## src/sv/rsvm_pkg.sv

```systemverilog
// ---------------------------------------------------------------------------
// Register-stack VM execute unit: package
// Beat types, opcodes, sequencer states and shared ALU types.
// ---------------------------------------------------------------------------
package rsvm_pkg;

   // Default sizes
   localparam int NUM_REGS_DEF      = 16;
   localparam int DATA_DEPTH_DEF    = 1024;
   localparam int STACK_DEPTH_DEF   = 64;
   localparam int PROGRAM_DEPTH_DEF = 1024;

   // Field widths
   localparam int OPC_W  = 5;
   localparam int REG_W  = 8;
   localparam int WORD_W = 32;
   localparam int PLEN_W = 11;
   localparam logic [PLEN_W-1:0] PLEN_RESET = 11'd1024;

   // Opcodes
   localparam logic [OPC_W-1:0] OP_HALT = 5'd0;
   localparam logic [OPC_W-1:0] OP_LDI  = 5'd1;
   localparam logic [OPC_W-1:0] OP_MOV  = 5'd2;
   localparam logic [OPC_W-1:0] OP_ADD  = 5'd3;
   localparam logic [OPC_W-1:0] OP_SUB  = 5'd4;
   localparam logic [OPC_W-1:0] OP_MUL  = 5'd5;
   localparam logic [OPC_W-1:0] OP_DIV  = 5'd6;
   localparam logic [OPC_W-1:0] OP_JMP  = 5'd7;
   localparam logic [OPC_W-1:0] OP_JZ   = 5'd8;
   localparam logic [OPC_W-1:0] OP_JNZ  = 5'd9;
   localparam logic [OPC_W-1:0] OP_PUSH = 5'd10;
   localparam logic [OPC_W-1:0] OP_POP  = 5'd11;
   localparam logic [OPC_W-1:0] OP_CALL = 5'd12;
   localparam logic [OPC_W-1:0] OP_RET  = 5'd13;
   localparam logic [OPC_W-1:0] OP_PRT  = 5'd14;
   localparam logic [OPC_W-1:0] OP_LD   = 5'd15;
   localparam logic [OPC_W-1:0] OP_ST   = 5'd16;

   // Input beat
   typedef struct packed {
      logic [OPC_W-1:0]         opcode;
      logic [REG_W-1:0]         reg_a;
      logic [REG_W-1:0]         reg_b;
      logic signed [WORD_W-1:0] immediate;
   } req_type;

   // Result beat
   typedef struct packed {
      logic [PLEN_W-1:0]        next_pc;
      logic                     stopped;
      logic                     print_valid;
      logic signed [WORD_W-1:0] print_value;
      logic                     stack_overflow;
   } rsp_type;

   // Sequencer states
   typedef enum logic [3:0] {
      ST_CLEAR,
      ST_IDLE,
      ST_READ_A,
      ST_READ_B,
      ST_EXEC,
      ST_ALU,
      ST_DONE
   } state_type;

   // Shared ALU
   typedef enum logic [1:0] {
      ALU_ADD,
      ALU_SUB,
      ALU_MUL,
      ALU_DIV
   } alu_op_type;

   typedef struct packed {
      logic              start;
      alu_op_type        op;
      logic [WORD_W-1:0] a;
      logic [WORD_W-1:0] b;
   } alu_req_type;

   typedef struct packed {
      logic              done;
      logic [WORD_W-1:0] result;
   } alu_rsp_type;

endpackage

```

## src/sv/rsvm_alu.sv

```systemverilog
// ---------------------------------------------------------------------------
// Register-stack VM execute unit: shared arithmetic unit
// Add/sub results are registered straight from the request; shift-add multiply
// and restoring divide take one bit a cycle. Divide truncates toward zero on signed operands.
// ---------------------------------------------------------------------------
module rsvm_alu (
   input  logic                 clock,
   input  logic                 reset,
   input  rsvm_pkg::alu_req_type req,
   output rsvm_pkg::alu_rsp_type rsp
);

   localparam int W = rsvm_pkg::WORD_W;
   localparam int CNT_W = $clog2(W);

   logic                 busy_ff, busy_in;
   logic                 done_ff, done_in;
   rsvm_pkg::alu_op_type op_ff, op_in;
   logic [CNT_W-1:0]     cnt_ff, cnt_in;
   logic [W-1:0]         acc_ff, acc_in;
   logic [W-1:0]         x_ff, x_in;
   logic [W-1:0]         y_ff, y_in;
   logic                 neg_ff, neg_in;
   logic [W-1:0]         res_ff, res_in;
   logic [W:0]           rem_shift;
   logic [W:0]           rem_diff;

   // One step of the selected operation
   always_comb begin
      busy_in   = busy_ff;
      done_in   = 1'b0;
      op_in     = op_ff;
      cnt_in    = cnt_ff;
      acc_in    = acc_ff;
      x_in      = x_ff;
      y_in      = y_ff;
      neg_in    = neg_ff;
      res_in    = res_ff;
      rem_shift = {acc_ff, y_ff[W-1]};
      rem_diff  = rem_shift - {1'b0, x_ff};
      if (req.start) begin
         op_in  = req.op;
         cnt_in = '0;
         acc_in = '0;
         case (req.op)
            rsvm_pkg::ALU_ADD: begin
               res_in  = req.a + req.b;
               done_in = 1'b1;
            end
            rsvm_pkg::ALU_SUB: begin
               res_in  = req.a - req.b;
               done_in = 1'b1;
            end
            rsvm_pkg::ALU_MUL: begin
               x_in    = req.a;
               y_in    = req.b;
               busy_in = 1'b1;
            end
            rsvm_pkg::ALU_DIV: begin
               // work on magnitudes, fix the sign at the end
               y_in    = req.a[W-1] ? (W'(0) - req.a) : req.a;
               x_in    = req.b[W-1] ? (W'(0) - req.b) : req.b;
               neg_in  = req.a[W-1] ^ req.b[W-1];
               busy_in = 1'b1;
            end
            default: begin
               done_in = 1'b1;
            end
         endcase
      end else if (busy_ff) begin
         if (op_ff == rsvm_pkg::ALU_MUL) begin
            acc_in = acc_ff + (y_ff[0] ? x_ff : W'(0));
            x_in   = {x_ff[W-2:0], 1'b0};
            y_in   = {1'b0, y_ff[W-1:1]};
         end else begin
            // restoring divide: remainder in acc, quotient shifts into y
            if (!rem_diff[W]) begin
               acc_in = rem_diff[W-1:0];
               y_in   = {y_ff[W-2:0], 1'b1};
            end else begin
               acc_in = rem_shift[W-1:0];
               y_in   = {y_ff[W-2:0], 1'b0};
            end
         end
         cnt_in = cnt_ff + 1'b1;
         if (cnt_ff == CNT_W'(W - 1)) begin
            busy_in = 1'b0;
            done_in = 1'b1;
            if (op_ff == rsvm_pkg::ALU_MUL) begin
               res_in = acc_in;
            end else begin
               res_in = neg_ff ? (W'(0) - y_in) : y_in;
            end
         end
      end
   end

   // Control state
   always_ff @(posedge clock) begin
      if (reset) begin
         busy_ff <= 1'b0;
         done_ff <= 1'b0;
      end else begin
         busy_ff <= busy_in;
         done_ff <= done_in;
      end
   end

   // Datapath
   always_ff @(posedge clock) begin
      op_ff  <= op_in;
      cnt_ff <= cnt_in;
      acc_ff <= acc_in;
      x_ff   <= x_in;
      y_ff   <= y_in;
      neg_ff <= neg_in;
      res_ff <= res_in;
   end

   assign rsp.done   = done_ff;
   assign rsp.result = res_ff;

endmodule

```

## config.mk

```make
export PLATFORM = sky130hd
export DESIGN_NAME = rsvm_alu
export DESIGN_NICKNAME = d
export VERILOG_FILES = /design/src/sv/rsvm_pkg.sv /design/src/sv/rsvm_alu.sv
export SDC_FILE = /design/constraint.sdc
export NUM_CORES = 1
export LEC_CHECK = 0
export BUFFER_PORTS_ARGS = -buffer_cell sky130_fd_sc_hd__buf_4
export CAP_MARGIN = 20
export CORE_MARGIN = 1.5
export CORE_UTILIZATION = 25
export DETAILED_ROUTE_END_ITERATION = 8
export GPL_ROUTABILITY_DRIVEN = 0
export SYNTH_ARGS = -nofsm -noshare
export SYNTH_HDL_FRONTEND = slang
export SYNTH_SLANG_ARGS = --single-unit
```

## constraint.sdc

```tcl
create_clock -name clock -period 4.9 [get_ports clock]
set_clock_uncertainty 0.1 [all_clocks]
set_input_delay 0.245 -clock clock [delete_from_list [all_inputs] [get_ports clock]]
set_output_delay 0.245 -clock clock [all_outputs]
set_load 0.02 [all_outputs]
```

### After elaboration in Yosys (flattened, before gate mapping)

Cells that the tools add are included.

* output and inout port bits: 33
* bits of input ports: 69
* register bits after elaboration: 138
* word-level logic and storage cells: 66

* add/subtract/negate cells: 8
* equality and inequality tests: 8
* reduce and logical (&&, ||, !) cells: 10
* bitwise operators: 1
* muxes and demuxes: 30

Operator list (count)
* $mux 32: 18
* $pmux 32 s2: 3
* $sub 1x32->32 const A: 3
* $add 32x32->32: 2
* $sub 33x32->33: 1
* $sub 32x32->32: 1
* $mux 1: 9
* $eq 2x2->1 const B: 3
* $ne 3x1->1 const B: 2
* $reduce_and 3->1: 2
* $reduce_bool 2->1: 3
* $add 5x1->5 const B: 1
* $eq 5x5->1 const B: 1
* $reduce_and 2->1: 2
* $reduce_or 2->1: 2
* $eq 2x1->1 const B: 1
* $logic_not 2->1: 1
* $ne 2x2->1 const B: 1
* $xor 1x1->1: 1

### Logic depth before layout (Yosys ltp)

* depth after elaboration: 11
* depth in mapped cells: 19
* mapped depth without buffers: 19

### Least setup slack after synthesis

No wires, ideal clock.

* path type: register -> register
* from: reg x_ff[11]
* to: reg res_ff[30], data pin
* clock period less this slack: 4.528 ns
* setup slack: 0.372 ns
* stages on the path, launching flop included: 19
* library setup time: 0.256 ns
* buffers on the path: 1
* data arrival time: 4.172 ns
* cell sequence: edfxtp_1 > inv_1 > ha_1 > clkbuf_1 > a21oi_1 > nand2_1 > nor4_2 > a2111o_1 > a31o_2 > a31oi_1 > nor2_1 > ha_1 > nand2_1 > a2111oi_0 > nand2_1 > o31ai_1 > xor2_1 > a21oi_1 > a22o_1

* word-level cells in the longest chain between the ends: 11
* elaborated cells between the ends (all ways): 15

Ends and longest elaborated chain
* start, declared: line rsvm_alu.sv:21 `logic [W-1:0] x_ff, x_in;`
* start signal, assigned: line rsvm_alu.sv:114 `x_ff <= x_in;`
* $sub 33x32->33: line rsvm_alu.sv:40 `rem_diff = rem_shift - {1'b0, x_ff};`
* $mux 1: line rsvm_alu.sv:77 `if (!rem_diff[W]) begin`
* $mux 32: line rsvm_alu.sv:71 `if (op_ff == rsvm_pkg::ALU_MUL) begin`
* $mux 32: line rsvm_alu.sv:70 `end else if (busy_ff) begin`
* $mux 32: line rsvm_alu.sv:41 `if (req.start) begin`
* $sub 1x32->32: line rsvm_alu.sv:92 `res_in = neg_ff ? (W'(0) - y_in) : y_in;`
* $mux 32: line rsvm_alu.sv:92
* $mux 32 (*): line rsvm_alu.sv:89 `if (op_ff == rsvm_pkg::ALU_MUL) begin`
* $mux 32 (*): line rsvm_alu.sv:86 `if (cnt_ff == CNT_W'(W - 1)) begin`
* $mux 32 (*): line rsvm_alu.sv:70
* $mux 32 (*): line rsvm_alu.sv:41
* via res_in[30]: line rsvm_alu.sv:24 `logic [W-1:0] res_ff, res_in;`
* end signal, assigned: line rsvm_alu.sv:117 `res_ff <= res_in;`
* end, declared: line rsvm_alu.sv:24

Mark *: on every way through the listed nets, which the timed path passes. The rest lies on a longest branch. The select of a mux whose other input is x is not followed.
A chain may end at the register's enable or synchronous reset.

### Worst setup path in the final report

* from: reg y_ff[0]
* to: reg res_ff[30], data pin

* word-level cells in the longest chain between the ends: 9
* elaborated cells between the ends (all ways): 12

Ends and longest elaborated chain
* start, declared: line rsvm_alu.sv:22 `logic [W-1:0] y_ff, y_in;`
* start signal, assigned: line rsvm_alu.sv:115 `y_ff <= y_in;`
* $mux 32: line rsvm_alu.sv:71
* $mux 32: line rsvm_alu.sv:70
* $mux 32: line rsvm_alu.sv:41
* $sub 1x32->32: line rsvm_alu.sv:92
* $mux 32: line rsvm_alu.sv:92
* $mux 32 (*): line rsvm_alu.sv:89
* $mux 32 (*): line rsvm_alu.sv:86
* $mux 32 (*): line rsvm_alu.sv:70
* $mux 32 (*): line rsvm_alu.sv:41
* via res_in[30]: line rsvm_alu.sv:24

Marked as above.

==> results.md <==
* CTS clk-pin slew, worst paths at 0.06 ns
* Yosys reg bits at 138
* Critical Path AT at 4.78 ns
* Mean number of vias per cell at 5.44
* DRC errors left at 0
* Share of cells above drive strength 1 at 11.7%
* Combinational power share at 37.3%
* RSZ-0062 raised after global routing: no
* Global-route wire length before repair at 82600 microns
* FFs w/ async S/R, synth at 0%
* Slew headroom at 18.5%
* I/O Buffers at 101
* Max Fclk at 0.214 GHz
* Clock Latency Late Sink at 0.46 ns
* Power Density at 251 nW/um^2
* Post-detail-place hpwl at 42100 microns
* Ant diodes at 0
* Synth top area share at 19.5%
* Largest net degree at the start of global routing at 87
* Inst Count DP at 2775
* Synth-to-layout area growth at 15.3%
* Clock period minus worst slack at 4.66 ns
* Worst Path Buf+Inv at 1
* Setup WS post-layout at 0.236 ns
* Drt pass-1 iters at 5
* Vias at 15300
* H-tree levels at 4
* Top delay family on crit path: compound AO/OA/AOI/OAI gates
* Crit path kind: flip-flop to flip-flop
* Fin util at 29.1%
* Full die area at 62400 sq um
* Switching part of the total at 37.4%
* Initial Utilization at 25.3%
* Hold Violations, Final at 0
* Predominant post-synthesis flop cell: edfxtp_1
* CP Capture Type: flip-flop
* Min-delay worst type: primary input to flip-flop
* Overall routed net length at 53600 microns
* Placeable Area at 60200 sq um
* Slew Limit Fails at 0
* # IOs at 102
* Yosys warnings at 0
* Critical Path Start Type: flip-flop
* Slowest cell on crit path: a2111oi_0
* Sequential fraction of design power at 33.2%
* Slowest stage delay, CP at 1.06 ns
* P_sw at 1.65 mW
* DP Worst Slack at 0.0200 ns
* Total track usage at 16.7%
* CTS buffer count at 17
* Top cells by count, synth: 271 x nand2_1, 194 x o21ai_0, 144 x a21oi_1, 124 x nor2_1, 100 x ha_1
* Leakage at 7.09 nW
* Mean Syn Cell Area at 7.78 sq um
* Sequential share of the synthesized area at 24.6%
* DR iter-0 viols at 1311
* Fin crit share at 95.2%
* Setup Viol. Count Final at 0
* CTS root buf: clkbuf_16
* Area of the mapped netlist at 15200 sq um
* Clock group share of total power at 29.5%
* Maxcap violations at 0
* Max IR drop VDD at 0.255 mV
* Post-DRT Antenna Nets at 0
* Internal power at 2.76 mW
* Clock Sinks at 138
* Cell taking the most area after synthesis: edfxtp_1
* Total gr overflow at 0
* Post-Syn Nets at 2130
* Synth area leaders: edfxtp_1 20%, ha_1 8.2%, nand2_1 6.7%, o21ai_0 6.4%, xor2_1 5.7%
* Final Non-Filler Cells at 2809
* Die Height at 250 microns
* Yosys cell types at 83
* Critical Path, Cell by Cell: buf_4 -> nand2_1 -> fa_1 -> nor2b_1 -> o31a_1 -> o311ai_1 -> a2111oi_0 -> o31ai_1 -> a311oi_1 -> o31a_1 -> o21ai_0 -> a22o_1
* Max FO, Critical Path at 34
* Row Count at 90
* TritonCTS clock tree: done
* Number of flops mapped to enable cells by yosys at 99
* Most common cell in the netlist: nand2_1
* Routed wire per std cell at 19.1 microns
* Initial antenna violation count at 0
* CTS Buffer Depth at 2
* Slew @ Worst Pin at 1.19 ns
* Filler cells at 6332
* Status: finished, final reports clean
* CP required at 5.02 ns
* NumNets Final at 2186
* Die width at 250 microns
* Vias in the first global route at 14500
* Most Frequent Cell on Critical Path: o31a_1
* Cells after synthesis at 1958
[layer usage]
layer	vias up	GRT usage (%)	part of all wire, %
met5	-	0	0
met4	0	7.23	3.7
met3	94	1.70	6.3
met2	613	28.0	47
met1	7262	21.7	43
li1	7306	-	-
[kinds of logic after synthesis]
group	synth area share [%]
XOR/XNOR	9.95
buffers and inverters	4.76
flip-flops	24.6
multiplexers	4.32
adder cells (fa/ha/maj)	8.61
AO/OA/AOI/OAI	26.4
AND/OR/NAND/NOR	21.3
[final timing paths]
check / cells past startpoint / startpoint / slack [ns] / to
max: 12 / y_ff[0]$_DFFE_PP_ / 0.24 / res_ff[30]$_DFFE_PP_
min reg2reg: 2 / cnt_ff[3]$_SDFFE_PP0P_ / 0.41 / cnt_ff[3]$_SDFFE_PP0P_
max reg2reg: 12 / y_ff[0]$_DFFE_PP_ / 0.24 / res_ff[30]$_DFFE_PP_
min: 1 / req[64] / 0.05 / op_ff[0]$_DFFE_PP_
[placed cells by master, fill, tap and decap left out, types with 11 or more instances in the layout]
cell and instances:
o211ai_1 29, dfxtp_1 39, o31ai_1 35, a21o_1 33
or3_1 24, nor2_1 124, a311oi_1 13, mux2_2 14
nand2_1 269, buf_4 152, ha_1 99, mux2i_1 50
nor4_1 14, a211oi_1 24, clkbuf_16 17, a41oi_1 11
nand4_1 20, o21ai_0 192, and2_1 46, nor2b_1 20
xor2_1 99, a21oi_1 140, o21a_1 26, nor3_1 32
xnor2_1 74, nand3_1 33, nand2b_1 25, a31oi_1 11
inv_1 64, edfxtp_1 99
[area by class of cell]
| cell class | count | area, sq um | area share [%] |
|---|---|---|---|
| flip-flops and latches | 138 | 3750 | 21.4 |
| multi-input cells | 1638 | 10800 | 61.7 |
| clock buffers | 19 | 433 | 2.47 |
| repair buffers | 154 | 1160 | 6.62 |
| clock inverters | 13 | 148 | 0.841 |
| well taps | 782 | 978 | 5.57 |
| inverters | 65 | 244 | 1.39 |
[timing repair]
action	CTS	global route
setup endpoints to repair	0	10
setup buffers	0	1
endpoints found under the hold margin	2	0
hold buffers	1	0
resized for setup	0	11
[sequential cells by signal, indices dropped and copies added, names as in the netlist]
| signal | flops |
|---|---|
| op_ff | 2 |
| cnt_ff | 5 |
| neg_ff | 1 |
| busy_ff | 1 |
| res_ff | 32 |
| done_ff | 1 |
| x_ff | 32 |
| acc_ff | 32 |
| y_ff | 32 |
[power groups by stage]
| stage | clock [mW] | combinational, mW | sequential (mW) |
|---|---|---|---|
| floorplan | 0 | 1.07 | 1.48 |
| global placement | 0 | 1.58 | 1.48 |
| detailed placement | 0 | 1.60 | 1.49 |
| CTS | 1.32 | 1.62 | 1.46 |
| global route | 1.36 | 1.79 | 1.47 |
| finish | 1.30 | 1.65 | 1.46 |
[stage by stage]
step	TNS, ns	instance area [sq um]	hold WS, ns	power, mW
finish	0	17600	0.0512	4.41
global route	0	17600	0.0346	4.63
CTS	0	17500	0.0354	4.40
detailed placement	0	16900	0.331	3.09
global placement	-0.0530	16900	0.328	3.07
floorplan	0	15200	0.214	2.55
(Power assumes the default switching activity.)
